File: config.mk
export PLATFORM = sky130hd
export DESIGN_NAME = quantized_block_dot_product
export DESIGN_NICKNAME = d
export VERILOG_FILES = /design/src/rtl/core/qbdp_pkg.sv /design/src/rtl/core/qbdp_front.sv /design/src/rtl/core/qbdp_fifo.sv /design/src/rtl/core/qbdp_back.sv /design/src/rtl/core/quantized_block_dot_product.sv
export SDC_FILE = /design/constraint.sdc
export NUM_CORES = 2
export LEC_CHECK = 0
export ABC_CLOCK_PERIOD_IN_PS = 8150
export BUFFER_PORTS_ARGS = -buffer_cell sky130_fd_sc_hd__buf_4
export CORE_MARGIN = 5
export CORE_UTILIZATION = 50
export CTS_CLUSTER_DIAMETER = 100
export DETAILED_ROUTE_END_ITERATION = 10
export PLACE_DENSITY = 0.75
export SLEW_MARGIN = 20
export SYNTH_ARGS = -nofsm -noshare
export SYNTH_HDL_FRONTEND = slang
export SYNTH_HIERARCHICAL = 1
export SYNTH_SLANG_ARGS = --single-unit
File: constraint.sdc
create_clock -name aclk -period 8.15 [get_ports aclk]
set_input_delay 1.2225 -clock aclk [delete_from_list [all_inputs] [get_ports aclk]]
set_output_delay 1.2225 -clock aclk [all_outputs]
set_load 0.01 [all_outputs]
File: src/rtl/core/qbdp_pkg.sv
package qbdp_pkg;

    localparam int QUEUE_DEPTH = 2;
    localparam int QUEUE_AW    = (QUEUE_DEPTH > 1) ? $clog2(QUEUE_DEPTH) : 1;
    localparam int QUEUE_CW    = $clog2(QUEUE_DEPTH + 1);

    localparam logic        FMT_NIBBLE  = 1'b0;
    localparam logic [15:0] HALF_QNAN   = 16'h7E00;
    localparam logic [31:0] SINGLE_QNAN = 32'h7FC0_0000;

    // unpacked half: value = mant * 2^(exp - 25)
    typedef struct packed {
        logic        sign;
        logic        zero;
        logic        inf;
        logic        nan;
        logic [4:0]  exp;
        logic [10:0] mant;
    } half_t;

    typedef struct packed {
        half_t      act1;
        half_t      act2;
        half_t      scale;
        logic       w1_neg;
        logic [7:0] w1_mag;
        logic       w2_neg;
        logic [7:0] w2_mag;
        logic       two_terms;
        logic       last;
    } item_t;

    typedef enum logic [2:0] {
        BK_IDLE,
        BK_MUL1,
        BK_MUL2,
        BK_TERM,
        BK_ALIGN,
        BK_ADD,
        BK_NORM,
        BK_EMIT
    } bk_state_t;

    function automatic half_t unpack_half(input logic [15:0] h);
        half_t u;
        u.sign = h[15];
        u.zero = (h[14:10] == 5'd0) && (h[9:0] == 10'd0);
        u.inf  = (h[14:10] == 5'h1F) && (h[9:0] == 10'd0);
        u.nan  = (h[14:10] == 5'h1F) && (h[9:0] != 10'd0);
        u.exp  = (h[14:10] == 5'd0) ? 5'd1 : h[14:10];
        u.mant = {(h[14:10] != 5'd0), h[9:0]};
        return u;
    endfunction

    // leading zeros of a 29-bit word
    function automatic logic [4:0] lzc29(input logic [28:0] v);
        logic [4:0] n;
        n = 5'd29;
        for (int i = 0; i < 29; i++) begin
            if (v[i]) n = 5'(28 - i);
        end
        return n;
    endfunction

    // single to half, round to nearest even
    function automatic logic [15:0] to_half(input logic [31:0] b);
        logic              sg;
        logic [7:0]        ex;
        logic [22:0]       man;
        logic signed [9:0] e;
        logic [14:0]       r;
        logic [12:0]       rem;
        logic [23:0]       full;
        logic [4:0]        sh;
        logic [23:0]       rr;
        logic [23:0]       rm;
        logic [23:0]       hw;
        logic [15:0]       res;
        sg  = b[31];
        ex  = b[30:23];
        man = b[22:0];
        e   = $signed({2'b00, ex}) - 10'sd127;
        r   = '0;
        rem = '0;
        full = {1'b1, man};
        sh  = '0;
        rr  = '0;
        rm  = '0;
        hw  = '0;
        if (ex == 8'hFF) begin
            res = (man != 23'd0) ? HALF_QNAN : {sg, 15'h7C00};
        end else if (e > 10'sd15) begin
            res = {sg, 15'h7C00};
        end else if (e >= -10'sd14) begin
            r   = {5'(e + 10'sd15), man[22:13]};
            rem = man[12:0];
            if (rem > 13'h1000 || (rem == 13'h1000 && r[0])) r = r + 15'd1;
            res = {sg, r};
        end else if (e < -10'sd25) begin
            res = {sg, 15'd0};
        end else begin
            sh = 5'(-(e + 10'sd1));
            rr = full >> sh;
            rm = full & ((24'd1 << sh) - 24'd1);
            hw = 24'd1 << (sh - 5'd1);
            if (rm > hw || (rm == hw && rr[0])) rr = rr + 24'd1;
            res = {sg, rr[14:0]};
        end
        return res;
    endfunction

endpackage

File: src/rtl/core/qbdp_front.sv
module qbdp_front (
    input  logic            aclk,
    input  logic            aresetn,
    input  logic            cfg_valid,
    output logic            cfg_ready,
    input  logic            cfg_weight_format,
    input  logic            s_valid,
    output logic            s_ready,
    input  logic [15:0]     s_act_first,
    input  logic [15:0]     s_act_second,
    input  logic [7:0]      s_weight_code,
    input  logic [15:0]     s_block_scale,
    input  logic            s_end_of_dot,
    output logic            push_valid,
    input  logic            push_ready,
    output qbdp_pkg::item_t push_item
);

    logic fmt_reg;
    logic fmt_next;

    logic [3:0] nib_lo;
    logic [3:0] nib_hi;

    assign cfg_ready = 1'b1;
    assign fmt_next  = (cfg_valid && cfg_ready) ? cfg_weight_format : fmt_reg;

    always_ff @(posedge aclk) begin
        if (!aresetn) begin
            fmt_reg <= qbdp_pkg::FMT_NIBBLE;
        end else begin
            fmt_reg <= fmt_next;
        end
    end

    assign s_ready    = push_ready;
    assign push_valid = s_valid;
    assign nib_lo     = s_weight_code[3:0];
    assign nib_hi     = s_weight_code[7:4];

    always_comb begin
        push_item.act1  = qbdp_pkg::unpack_half(s_act_first);
        push_item.act2  = qbdp_pkg::unpack_half(s_act_second);
        push_item.scale = qbdp_pkg::unpack_half(s_block_scale);
        push_item.last  = s_end_of_dot;
        if (fmt_reg == qbdp_pkg::FMT_NIBBLE) begin
            // nibble minus 8 as sign and magnitude
            push_item.w1_neg    = ~nib_lo[3];
            push_item.w1_mag    = {4'd0, nib_lo[3] ? (nib_lo - 4'd8) : (4'd8 - nib_lo)};
            push_item.w2_neg    = ~nib_hi[3];
            push_item.w2_mag    = {4'd0, nib_hi[3] ? (nib_hi - 4'd8) : (4'd8 - nib_hi)};
            push_item.two_terms = 1'b1;
        end else begin
            push_item.w1_neg    = s_weight_code[7];
            push_item.w1_mag    = s_weight_code[7] ? (~s_weight_code + 8'd1) : s_weight_code;
            push_item.w2_neg    = 1'b0;
            push_item.w2_mag    = 8'd0;
            push_item.two_terms = 1'b0;
        end
    end

endmodule

File: src/rtl/core/qbdp_fifo.sv
module qbdp_fifo (
    input  logic            aclk,
    input  logic            aresetn,
    input  logic            push_valid,
    output logic            push_ready,
    input  qbdp_pkg::item_t push_item,
    output logic            pop_valid,
    input  logic            pop_ready,
    output qbdp_pkg::item_t pop_item
);

    qbdp_pkg::item_t mem_reg [qbdp_pkg::QUEUE_DEPTH];

    logic [qbdp_pkg::QUEUE_AW-1:0] wr_ptr_reg;
    logic [qbdp_pkg::QUEUE_AW-1:0] wr_ptr_next;
    logic [qbdp_pkg::QUEUE_AW-1:0] rd_ptr_reg;
    logic [qbdp_pkg::QUEUE_AW-1:0] rd_ptr_next;
    logic [qbdp_pkg::QUEUE_CW-1:0] count_reg;
    logic [qbdp_pkg::QUEUE_CW-1:0] count_next;

    logic do_push;
    logic do_pop;

    assign push_ready = (count_reg != qbdp_pkg::QUEUE_CW'(qbdp_pkg::QUEUE_DEPTH));
    assign pop_valid  = (count_reg != '0);
    assign pop_item   = mem_reg[rd_ptr_reg];
    assign do_push    = push_valid && push_ready;
    assign do_pop     = pop_valid && pop_ready;

    always_comb begin
        wr_ptr_next = wr_ptr_reg;
        rd_ptr_next = rd_ptr_reg;
        count_next  = count_reg;
        if (do_push) begin
            wr_ptr_next = (wr_ptr_reg == qbdp_pkg::QUEUE_AW'(qbdp_pkg::QUEUE_DEPTH - 1))
                        ? '0 : wr_ptr_reg + 1'b1;
        end
        if (do_pop) begin
            rd_ptr_next = (rd_ptr_reg == qbdp_pkg::QUEUE_AW'(qbdp_pkg::QUEUE_DEPTH - 1))
                        ? '0 : rd_ptr_reg + 1'b1;
        end
        if (do_push && !do_pop) count_next = count_reg + 1'b1;
        if (!do_push && do_pop) count_next = count_reg - 1'b1;
    end

    always_ff @(posedge aclk) begin
        if (!aresetn) begin
            wr_ptr_reg <= '0;
            rd_ptr_reg <= '0;
            count_reg  <= '0;
        end else begin
            wr_ptr_reg <= wr_ptr_next;
            rd_ptr_reg <= rd_ptr_next;
            count_reg  <= count_next;
        end
    end

    always_ff @(posedge aclk) begin
        if (do_push) mem_reg[wr_ptr_reg] <= push_item;
    end

endmodule

File: src/rtl/core/qbdp_back.sv
module qbdp_back (
    input  logic            aclk,
    input  logic            aresetn,
    input  logic            q_valid,
    output logic            q_ready,
    input  qbdp_pkg::item_t q_item,
    output logic            m_valid,
    input  logic            m_ready,
    output logic [15:0]     m_dot_result
);

    qbdp_pkg::bk_state_t state_reg, state_next;
    qbdp_pkg::item_t     item_reg, item_next;
    logic                term_sel_reg, term_sel_next;
    logic [21:0]         p1_reg, p1_next;
    logic [28:0]         mterm_reg, mterm_next;
    logic                t_sign_reg, t_sign_next;
    logic [7:0]          t_exp_reg, t_exp_next;
    logic [23:0]         t_mant_reg, t_mant_next;
    logic                t_zero_reg, t_zero_next;
    logic                t_inf_reg, t_inf_next;
    logic                t_nan_reg, t_nan_next;
    logic [26:0]         big_reg, big_next;
    logic [26:0]         small_reg, small_next;
    logic [7:0]          ebig_reg, ebig_next;
    logic                sgn_reg, sgn_next;
    logic                sub_reg, sub_next;
    logic [27:0]         sum_reg, sum_next;
    logic [31:0]         acc_reg, acc_next;
    logic                m_valid_reg, m_valid_next;
    logic [15:0]         m_dot_result_reg, m_dot_result_next;

    qbdp_pkg::half_t     cur_act;
    logic                cur_wneg;
    logic [7:0]          cur_wmag;
    qbdp_pkg::bk_state_t fin_state;

    // term rounding
    logic [4:0]  t_lz;
    logic [28:0] t_norm;
    logic        t_up;
    logic [24:0] t_rnd;
    logic [7:0]  t_exp_c;
    logic [23:0] t_mant_c;
    logic        t_any_inf;
    logic        t_nan_c;

    // accumulator unpack and alignment
    logic        a_sign;
    logic [7:0]  a_ef;
    logic [22:0] a_man;
    logic        a_zero;
    logic        a_inf;
    logic        a_nan;
    logic [7:0]  a_exp;
    logic [23:0] a_mant;
    logic        is_special;
    logic [31:0] special_val;
    logic        acc_big;
    logic [23:0] s_m;
    logic [7:0]  b_e;
    logic [7:0]  s_e;
    logic [7:0]  d;
    logic [4:0]  dc;
    logic [54:0] sh_full;

    // post-add normalize and round
    logic [4:0]  n_lz;
    logic [26:0] n_m;
    logic [9:0]  n_e;
    logic        n_up;
    logic [24:0] n_rnd;
    logic [9:0]  n_e2;
    logic [23:0] n_mant;
    logic [31:0] n_val;

    assign cur_act  = term_sel_reg ? item_reg.act2 : item_reg.act1;
    assign cur_wneg = term_sel_reg ? item_reg.w2_neg : item_reg.w1_neg;
    assign cur_wmag = term_sel_reg ? item_reg.w2_mag : item_reg.w1_mag;

    assign fin_state = (item_reg.two_terms && !term_sel_reg) ? qbdp_pkg::BK_MUL1
                     : (item_reg.last ? qbdp_pkg::BK_EMIT : qbdp_pkg::BK_IDLE);

    always_comb begin
        t_lz      = qbdp_pkg::lzc29(mterm_reg);
        t_norm    = mterm_reg << t_lz;
        t_up      = t_norm[4] & ((|t_norm[3:0]) | t_norm[5]);
        t_rnd     = {1'b0, t_norm[28:5]} + 25'(t_up);
        t_exp_c   = 8'({4'd0, cur_act.exp} + {4'd0, item_reg.scale.exp} + 9'd105
                       - {4'd0, t_lz} + 9'(t_rnd[24]));
        t_mant_c  = t_rnd[24] ? t_rnd[24:1] : t_rnd[23:0];
        t_any_inf = cur_act.inf | item_reg.scale.inf;
        t_nan_c   = cur_act.nan | item_reg.scale.nan
                  | (t_any_inf & (cur_act.zero | item_reg.scale.zero | (cur_wmag == 8'd0)));
    end

    always_comb begin
        a_sign = acc_reg[31];
        a_ef   = acc_reg[30:23];
        a_man  = acc_reg[22:0];
        a_zero = (a_ef == 8'd0) && (a_man == 23'd0);
        a_inf  = (a_ef == 8'hFF) && (a_man == 23'd0);
        a_nan  = (a_ef == 8'hFF) && (a_man != 23'd0);
        a_exp  = (a_ef == 8'd0) ? 8'd1 : a_ef;
        a_mant = {(a_ef != 8'd0), a_man};

        is_special = a_nan | a_inf | t_nan_reg | t_inf_reg | t_zero_reg | a_zero;
        if (a_nan || t_nan_reg || (a_inf && t_inf_reg && (a_sign != t_sign_reg))) begin
            special_val = qbdp_pkg::SINGLE_QNAN;
        end else if (a_inf) begin
            special_val = acc_reg;
        end else if (t_inf_reg) begin
            special_val = {t_sign_reg, 8'hFF, 23'd0};
        end else if (t_zero_reg) begin
            special_val = a_zero ? {a_sign & t_sign_reg, 31'd0} : acc_reg;
        end else begin
            special_val = {t_sign_reg, t_exp_reg, t_mant_reg[22:0]};
        end

        acc_big = (a_exp > t_exp_reg) || ((a_exp == t_exp_reg) && (a_mant >= t_mant_reg));
        s_m     = acc_big ? t_mant_reg : a_mant;
        b_e     = acc_big ? a_exp : t_exp_reg;
        s_e     = acc_big ? t_exp_reg : a_exp;
        d       = b_e - s_e;
        dc      = (d > 8'd28) ? 5'd28 : d[4:0];
        sh_full = {s_m, 3'b000, 28'd0} >> dc;
    end

    always_comb begin
        n_lz   = qbdp_pkg::lzc29({sum_reg[26:0], 2'b00});
        if (sum_reg[27]) begin
            n_m = {sum_reg[27:2], sum_reg[1] | sum_reg[0]};
            n_e = {2'd0, ebig_reg} + 10'd1;
        end else begin
            n_m = sum_reg[26:0] << n_lz;
            n_e = {2'd0, ebig_reg} - {5'd0, n_lz};
        end
        n_up   = n_m[2] & (n_m[1] | n_m[0] | n_m[3]);
        n_rnd  = {1'b0, n_m[26:3]} + 25'(n_up);
        n_e2   = n_e + 10'(n_rnd[24]);
        n_mant = n_rnd[24] ? n_rnd[24:1] : n_rnd[23:0];
        if (sum_reg == 28'd0) begin
            n_val = 32'd0;
        end else if (n_e2 >= 10'd255) begin
            n_val = {sgn_reg, 8'hFF, 23'd0};
        end else begin
            n_val = {sgn_reg, n_e2[7:0], n_mant[22:0]};
        end
    end

    always_comb begin
        state_next        = state_reg;
        item_next         = item_reg;
        term_sel_next     = term_sel_reg;
        p1_next           = p1_reg;
        mterm_next        = mterm_reg;
        t_sign_next       = t_sign_reg;
        t_exp_next        = t_exp_reg;
        t_mant_next       = t_mant_reg;
        t_zero_next       = t_zero_reg;
        t_inf_next        = t_inf_reg;
        t_nan_next        = t_nan_reg;
        big_next          = big_reg;
        small_next        = small_reg;
        ebig_next         = ebig_reg;
        sgn_next          = sgn_reg;
        sub_next          = sub_reg;
        sum_next          = sum_reg;
        acc_next          = acc_reg;
        m_dot_result_next = m_dot_result_reg;
        m_valid_next      = m_valid_reg && !m_ready;
        q_ready           = 1'b0;

        case (state_reg)
            qbdp_pkg::BK_IDLE: begin
                q_ready = 1'b1;
                if (q_valid) begin
                    item_next     = q_item;
                    term_sel_next = 1'b0;
                    state_next    = qbdp_pkg::BK_MUL1;
                end
            end
            qbdp_pkg::BK_MUL1: begin
                p1_next    = cur_act.mant * item_reg.scale.mant;
                state_next = qbdp_pkg::BK_MUL2;
            end
            qbdp_pkg::BK_MUL2: begin
                mterm_next = 29'({7'd0, p1_reg} * {21'd0, cur_wmag});
                state_next = qbdp_pkg::BK_TERM;
            end
            qbdp_pkg::BK_TERM: begin
                t_sign_next = cur_act.sign ^ item_reg.scale.sign ^ cur_wneg;
                t_exp_next  = t_exp_c;
                t_mant_next = t_mant_c;
                t_nan_next  = t_nan_c;
                t_inf_next  = t_any_inf & ~t_nan_c;
                t_zero_next = (mterm_reg == 29'd0);
                state_next  = qbdp_pkg::BK_ALIGN;
            end
            qbdp_pkg::BK_ALIGN: begin
                if (is_special) begin
                    acc_next      = special_val;
                    term_sel_next = 1'b1;
                    state_next    = fin_state;
                end else begin
                    big_next   = {acc_big ? a_mant : t_mant_reg, 3'b000};
                    small_next = sh_full[54:28] | {26'd0, |sh_full[27:0]};
                    ebig_next  = b_e;
                    sgn_next   = acc_big ? a_sign : t_sign_reg;
                    sub_next   = (a_sign != t_sign_reg);
                    state_next = qbdp_pkg::BK_ADD;
                end
            end
            qbdp_pkg::BK_ADD: begin
                sum_next   = sub_reg ? ({1'b0, big_reg} - {1'b0, small_reg})
                                     : ({1'b0, big_reg} + {1'b0, small_reg});
                state_next = qbdp_pkg::BK_NORM;
            end
            qbdp_pkg::BK_NORM: begin
                acc_next      = n_val;
                term_sel_next = 1'b1;
                state_next    = fin_state;
            end
            qbdp_pkg::BK_EMIT: begin
                // hold until the output register frees up
                if (!m_valid_reg || m_ready) begin
                    m_valid_next      = 1'b1;
                    m_dot_result_next = qbdp_pkg::to_half(acc_reg);
                    acc_next          = 32'd0;
                    state_next        = qbdp_pkg::BK_IDLE;
                end
            end
            default: begin
                state_next = qbdp_pkg::BK_IDLE;
            end
        endcase
    end

    always_ff @(posedge aclk) begin
        if (!aresetn) begin
            state_reg   <= qbdp_pkg::BK_IDLE;
            acc_reg     <= 32'd0;
            m_valid_reg <= 1'b0;
        end else begin
            state_reg   <= state_next;
            acc_reg     <= acc_next;
            m_valid_reg <= m_valid_next;
        end
    end

    always_ff @(posedge aclk) begin
        item_reg         <= item_next;
        term_sel_reg     <= term_sel_next;
        p1_reg           <= p1_next;
        mterm_reg        <= mterm_next;
        t_sign_reg       <= t_sign_next;
        t_exp_reg        <= t_exp_next;
        t_mant_reg       <= t_mant_next;
        t_zero_reg       <= t_zero_next;
        t_inf_reg        <= t_inf_next;
        t_nan_reg        <= t_nan_next;
        big_reg          <= big_next;
        small_reg        <= small_next;
        ebig_reg         <= ebig_next;
        sgn_reg          <= sgn_next;
        sub_reg          <= sub_next;
        sum_reg          <= sum_next;
        m_dot_result_reg <= m_dot_result_next;
    end

    assign m_valid      = m_valid_reg;
    assign m_dot_result = m_dot_result_reg;

endmodule

File: src/rtl/core/quantized_block_dot_product.sv
// An accepted end beat reaches m_valid once its terms are summed: two per beat in 4-bit mode,
// one in 8-bit mode; a term that meets a zero, infinity or NaN skips add and normalize.
// A new beat is taken only when the datapath is idle; an end beat also passes the emit step. Each
// term walks multiply, multiply, round, align, add, normalize on one shared float datapath.
// A two-entry queue lets the input side run ahead; a held result stalls the datapath.
// Reset (aresetn, synchronous, low): sum to +0, weight_format to 4-bit, queue and output emptied.
module quantized_block_dot_product (
    input  logic        aclk,
    input  logic        aresetn,
    input  logic        cfg_valid,
    output logic        cfg_ready,
    input  logic        cfg_weight_format,
    input  logic        s_valid,
    output logic        s_ready,
    input  logic [15:0] s_act_first,
    input  logic [15:0] s_act_second,
    input  logic [7:0]  s_weight_code,
    input  logic [15:0] s_block_scale,
    input  logic        s_end_of_dot,
    output logic        m_valid,
    input  logic        m_ready,
    output logic [15:0] m_dot_result
);

    logic            push_valid;
    logic            push_ready;
    qbdp_pkg::item_t push_item;
    logic            pop_valid;
    logic            pop_ready;
    qbdp_pkg::item_t pop_item;

    qbdp_front u_front (
        .aclk              (aclk),
        .aresetn           (aresetn),
        .cfg_valid         (cfg_valid),
        .cfg_ready         (cfg_ready),
        .cfg_weight_format (cfg_weight_format),
        .s_valid           (s_valid),
        .s_ready           (s_ready),
        .s_act_first       (s_act_first),
        .s_act_second      (s_act_second),
        .s_weight_code     (s_weight_code),
        .s_block_scale     (s_block_scale),
        .s_end_of_dot      (s_end_of_dot),
        .push_valid        (push_valid),
        .push_ready        (push_ready),
        .push_item         (push_item)
    );

    qbdp_fifo u_fifo (
        .aclk       (aclk),
        .aresetn    (aresetn),
        .push_valid (push_valid),
        .push_ready (push_ready),
        .push_item  (push_item),
        .pop_valid  (pop_valid),
        .pop_ready  (pop_ready),
        .pop_item   (pop_item)
    );

    qbdp_back u_back (
        .aclk         (aclk),
        .aresetn      (aresetn),
        .q_valid      (pop_valid),
        .q_ready      (pop_ready),
        .q_item       (pop_item),
        .m_valid      (m_valid),
        .m_ready      (m_ready),
        .m_dot_result (m_dot_result)
    );

endmodule
==> run metrics <==
layout cell share with drive strength beyond 1=0.101; Post-synth top cells=nand2_1 (468), edfxtp_1 (433), inv_1 (390); initial antenna violation count=2; post-synthesis sequential area ratio=0.337; Synth Cell Area=41100 um2; simple-gate area share of the yosys netlist=0.162; Synth cell types=99; Setup TNS=0 ns; Adder-Cell Fraction of Synth Area=0.178; internal reg-to-reg setup slack=0.71 ns; DP HPWL=83200 um; Synth top area share=0.317; Synth Area in XOR/XNOR=0.0341; syn avg cell area=9.38 um2; layout overhead on the synthesized area=7.40%; Final WS setup=0.712 ns; Rows=105; Max Slew Vio Count=0; RSZ-0062 raised after global routing=no; CP arrival=7.78 ns; Die H=297 um; Chip Width=297 um; Iter 0 DRT Violations=2970; Total GRT Usage=0.251; pre-CTS WS=0.745 ns; post-synthesis mux area share=0.0665; residual DRC count=0; top_reg_cell synth=edfxtp_1; actual slew at the worst max-slew pin=1.13 ns; Vias=32800; Final min period=7.44 ns; Hold/Removal Path Class=reg -> reg; Crit Path Max Fanout=17; first-pass GRT wire length=177000 um; Starting Density=0.503; CTS max path bufs=3; Fmax=134 MHz; fill cell count=7205; number of global-route vias before repair=32300; Startpoint Class=flip-flop; largest net degree at the start of global routing=81; Crit. End Element=flip-flop; IO Count=82; Largest register FFs=160; Final Skew=0.0519 ns; Clock transition at path regs=0.06 ns; Post-synth ARST share=0; Final Hold Fails=0; clk sinks=475; Num CTS Buffers=52; largest family of logic cells by synthesized area=adder cells; Via density=6.06; core area=81700 um2; GR Overflow Total=0; Nets=4827; outcome=finished clean; TritonCTS clock tree=built; Max-Cap Viols=0; Ys Warns=6; TritonRoute pass-1 iters=6; cells on worst reg2reg path=27; clock latency on the worst-skew pair=0.65 ns; routed length per instance=20.5 um; H-tree Lvls=2; most numerous cell in the Yosys netlist=nand2_1; Final GP Congestion=0.984; placed cell area=42300 um2; final antenna-violating net count=0; Synth area leader=edfxtp_1; cells after synthesis=4377; Post-Route WL=111000 um; Tcrit/Tclk final=0.913; number of flops mapped to enable cells by yosys=433; critical path type=reg -> reg; port bufs=80; top cells by area, synth=edfxtp_1 (32%), fa_1 (10%), ha_1 (7.7%), nand2_1 (4.3%), inv_1 (3.6%); post-route cell area=44100 um2; root cell of the clock tree=clkbuf_16; Setup Viol. Count Final=0; Hold-fix buffers, CTS=0; Crit path required time=8.49 ns; Compound-Gate Fraction of Synth Area=0.154; die area=88000 um2; hold depth=2; Slew headroom=0.248; post-synthesis register bit count=475
-- layer usage --
layer,wire (um),share of wire,GRT usage
met4,5900,0.053,0.117
met1,44000,0.40,0.319
met5,0,0,0
met2,53000,0.48,0.423
met3,8140,0.073,0.0393
-- cell usage in the layout (no fill, tap or decap), types with 41 or more instances in the layout --
master / n
nand3_1: 88
nor2b_1: 100
nand2b_1: 45
clkbuf_16: 52
xor2_1: 45
a21oi_1: 210
dfxtp_1: 41
mux2i_1: 118
nor2_1: 295
fa_1: 207
buf_4: 155
nand2_1: 468
and2_1: 126
xnor2_1: 114
nor3_1: 76
edfxtp_1: 433
a211oi_1: 64
mux2_2: 120
inv_1: 389
ha_1: 252
o21ai_0: 262
-- final cells by class --
class | instances | area [um2] | area share
Antenna cell | 4 | 10.0 | 0.000227
Inverter | 398 | 1500 | 0.0339
Tap cell | 1070 | 1340 | 0.0304
Sequential cell | 475 | 13800 | 0.314
Clock inverter | 32 | 370 | 0.00840
Clock buffer | 61 | 1340 | 0.0303
Multi-Input combinational cell | 3220 | 24500 | 0.555
Timing Repair Buffer | 158 | 1210 | 0.0275
-- logic make-up (layout without fill, tap and decap cells) --
| kind of cell | Yosys count | in the layout |
|---|---|---|
| AOI/OAI and AO/OA | 968 | 968 |
| xor gates and xnor gates | 160 | 160 |
| adders and majority gates | 459 | 459 |
| buffers and inverters | 685 | 649 |
| DFF | 475 | 475 |
| muxes | 248 | 248 |
| other | 2 | 9 |
| and+or+nand+nor | 1380 | 1380 |
-- metrics by stage --
stage,instances,hold WS (ns),utilization
6_report,5418,0.517,0.540
5_1_grt,5414,0.554,0.540
4_1_cts,5413,0.521,0.539
3_5_place_dp,5320,0.511,0.518
3_3_place_gp,5320,0.509,0.518
2_1_floorplan,4380,0.475,-
-- timing repair --
| action | CTS | global route |
|---|---|---|
| gates resized for setup | 0 | 2 |
| buffers inserted | 0 | 0 |
| endpoints found under the setup margin | 0 | 10 |
-- path summary, 6_finish.rpt --
path	end	from
max	u_back/t_exp_reg[5]	u_back/mterm_reg[6]
min	u_fifo/count_reg[1]	u_fifo/count_reg[1]
max reg2reg	u_back/t_exp_reg[5]	u_back/mterm_reg[6]
min reg2reg	u_fifo/count_reg[1]	u_fifo/count_reg[1]
-- worst max-delay path, cell delays in order, from the launching register on --
cell      delay [ns]
edfxtp_1        0.47
nor2_1          0.19
o31ai_1         0.11
a211oi_1        0.32
o31ai_1         0.12
a211oi_1        0.24
o31ai_1         0.10
a211oi_2        0.44
or2_1           0.43
buf_4           0.30
a211oi_1        0.08
o31ai_1         0.66
nor3b_1         0.28
ha_1            0.17
inv_1           0.05
nor3_1          0.40
nand4_1         0.30
nor4_2          0.56
and2b_1         0.29
and2b_2         0.35
ha_1            0.20
ha_1            0.16
inv_1           0.05
fa_1            0.40
inv_1           0.07
a21oi_1         0.06
o21bai_1        0.19
xor2_1          0.10
Power is not shown: default switching activity piles up to over one toggle a cycle in this logic, so the estimate is an artifact.
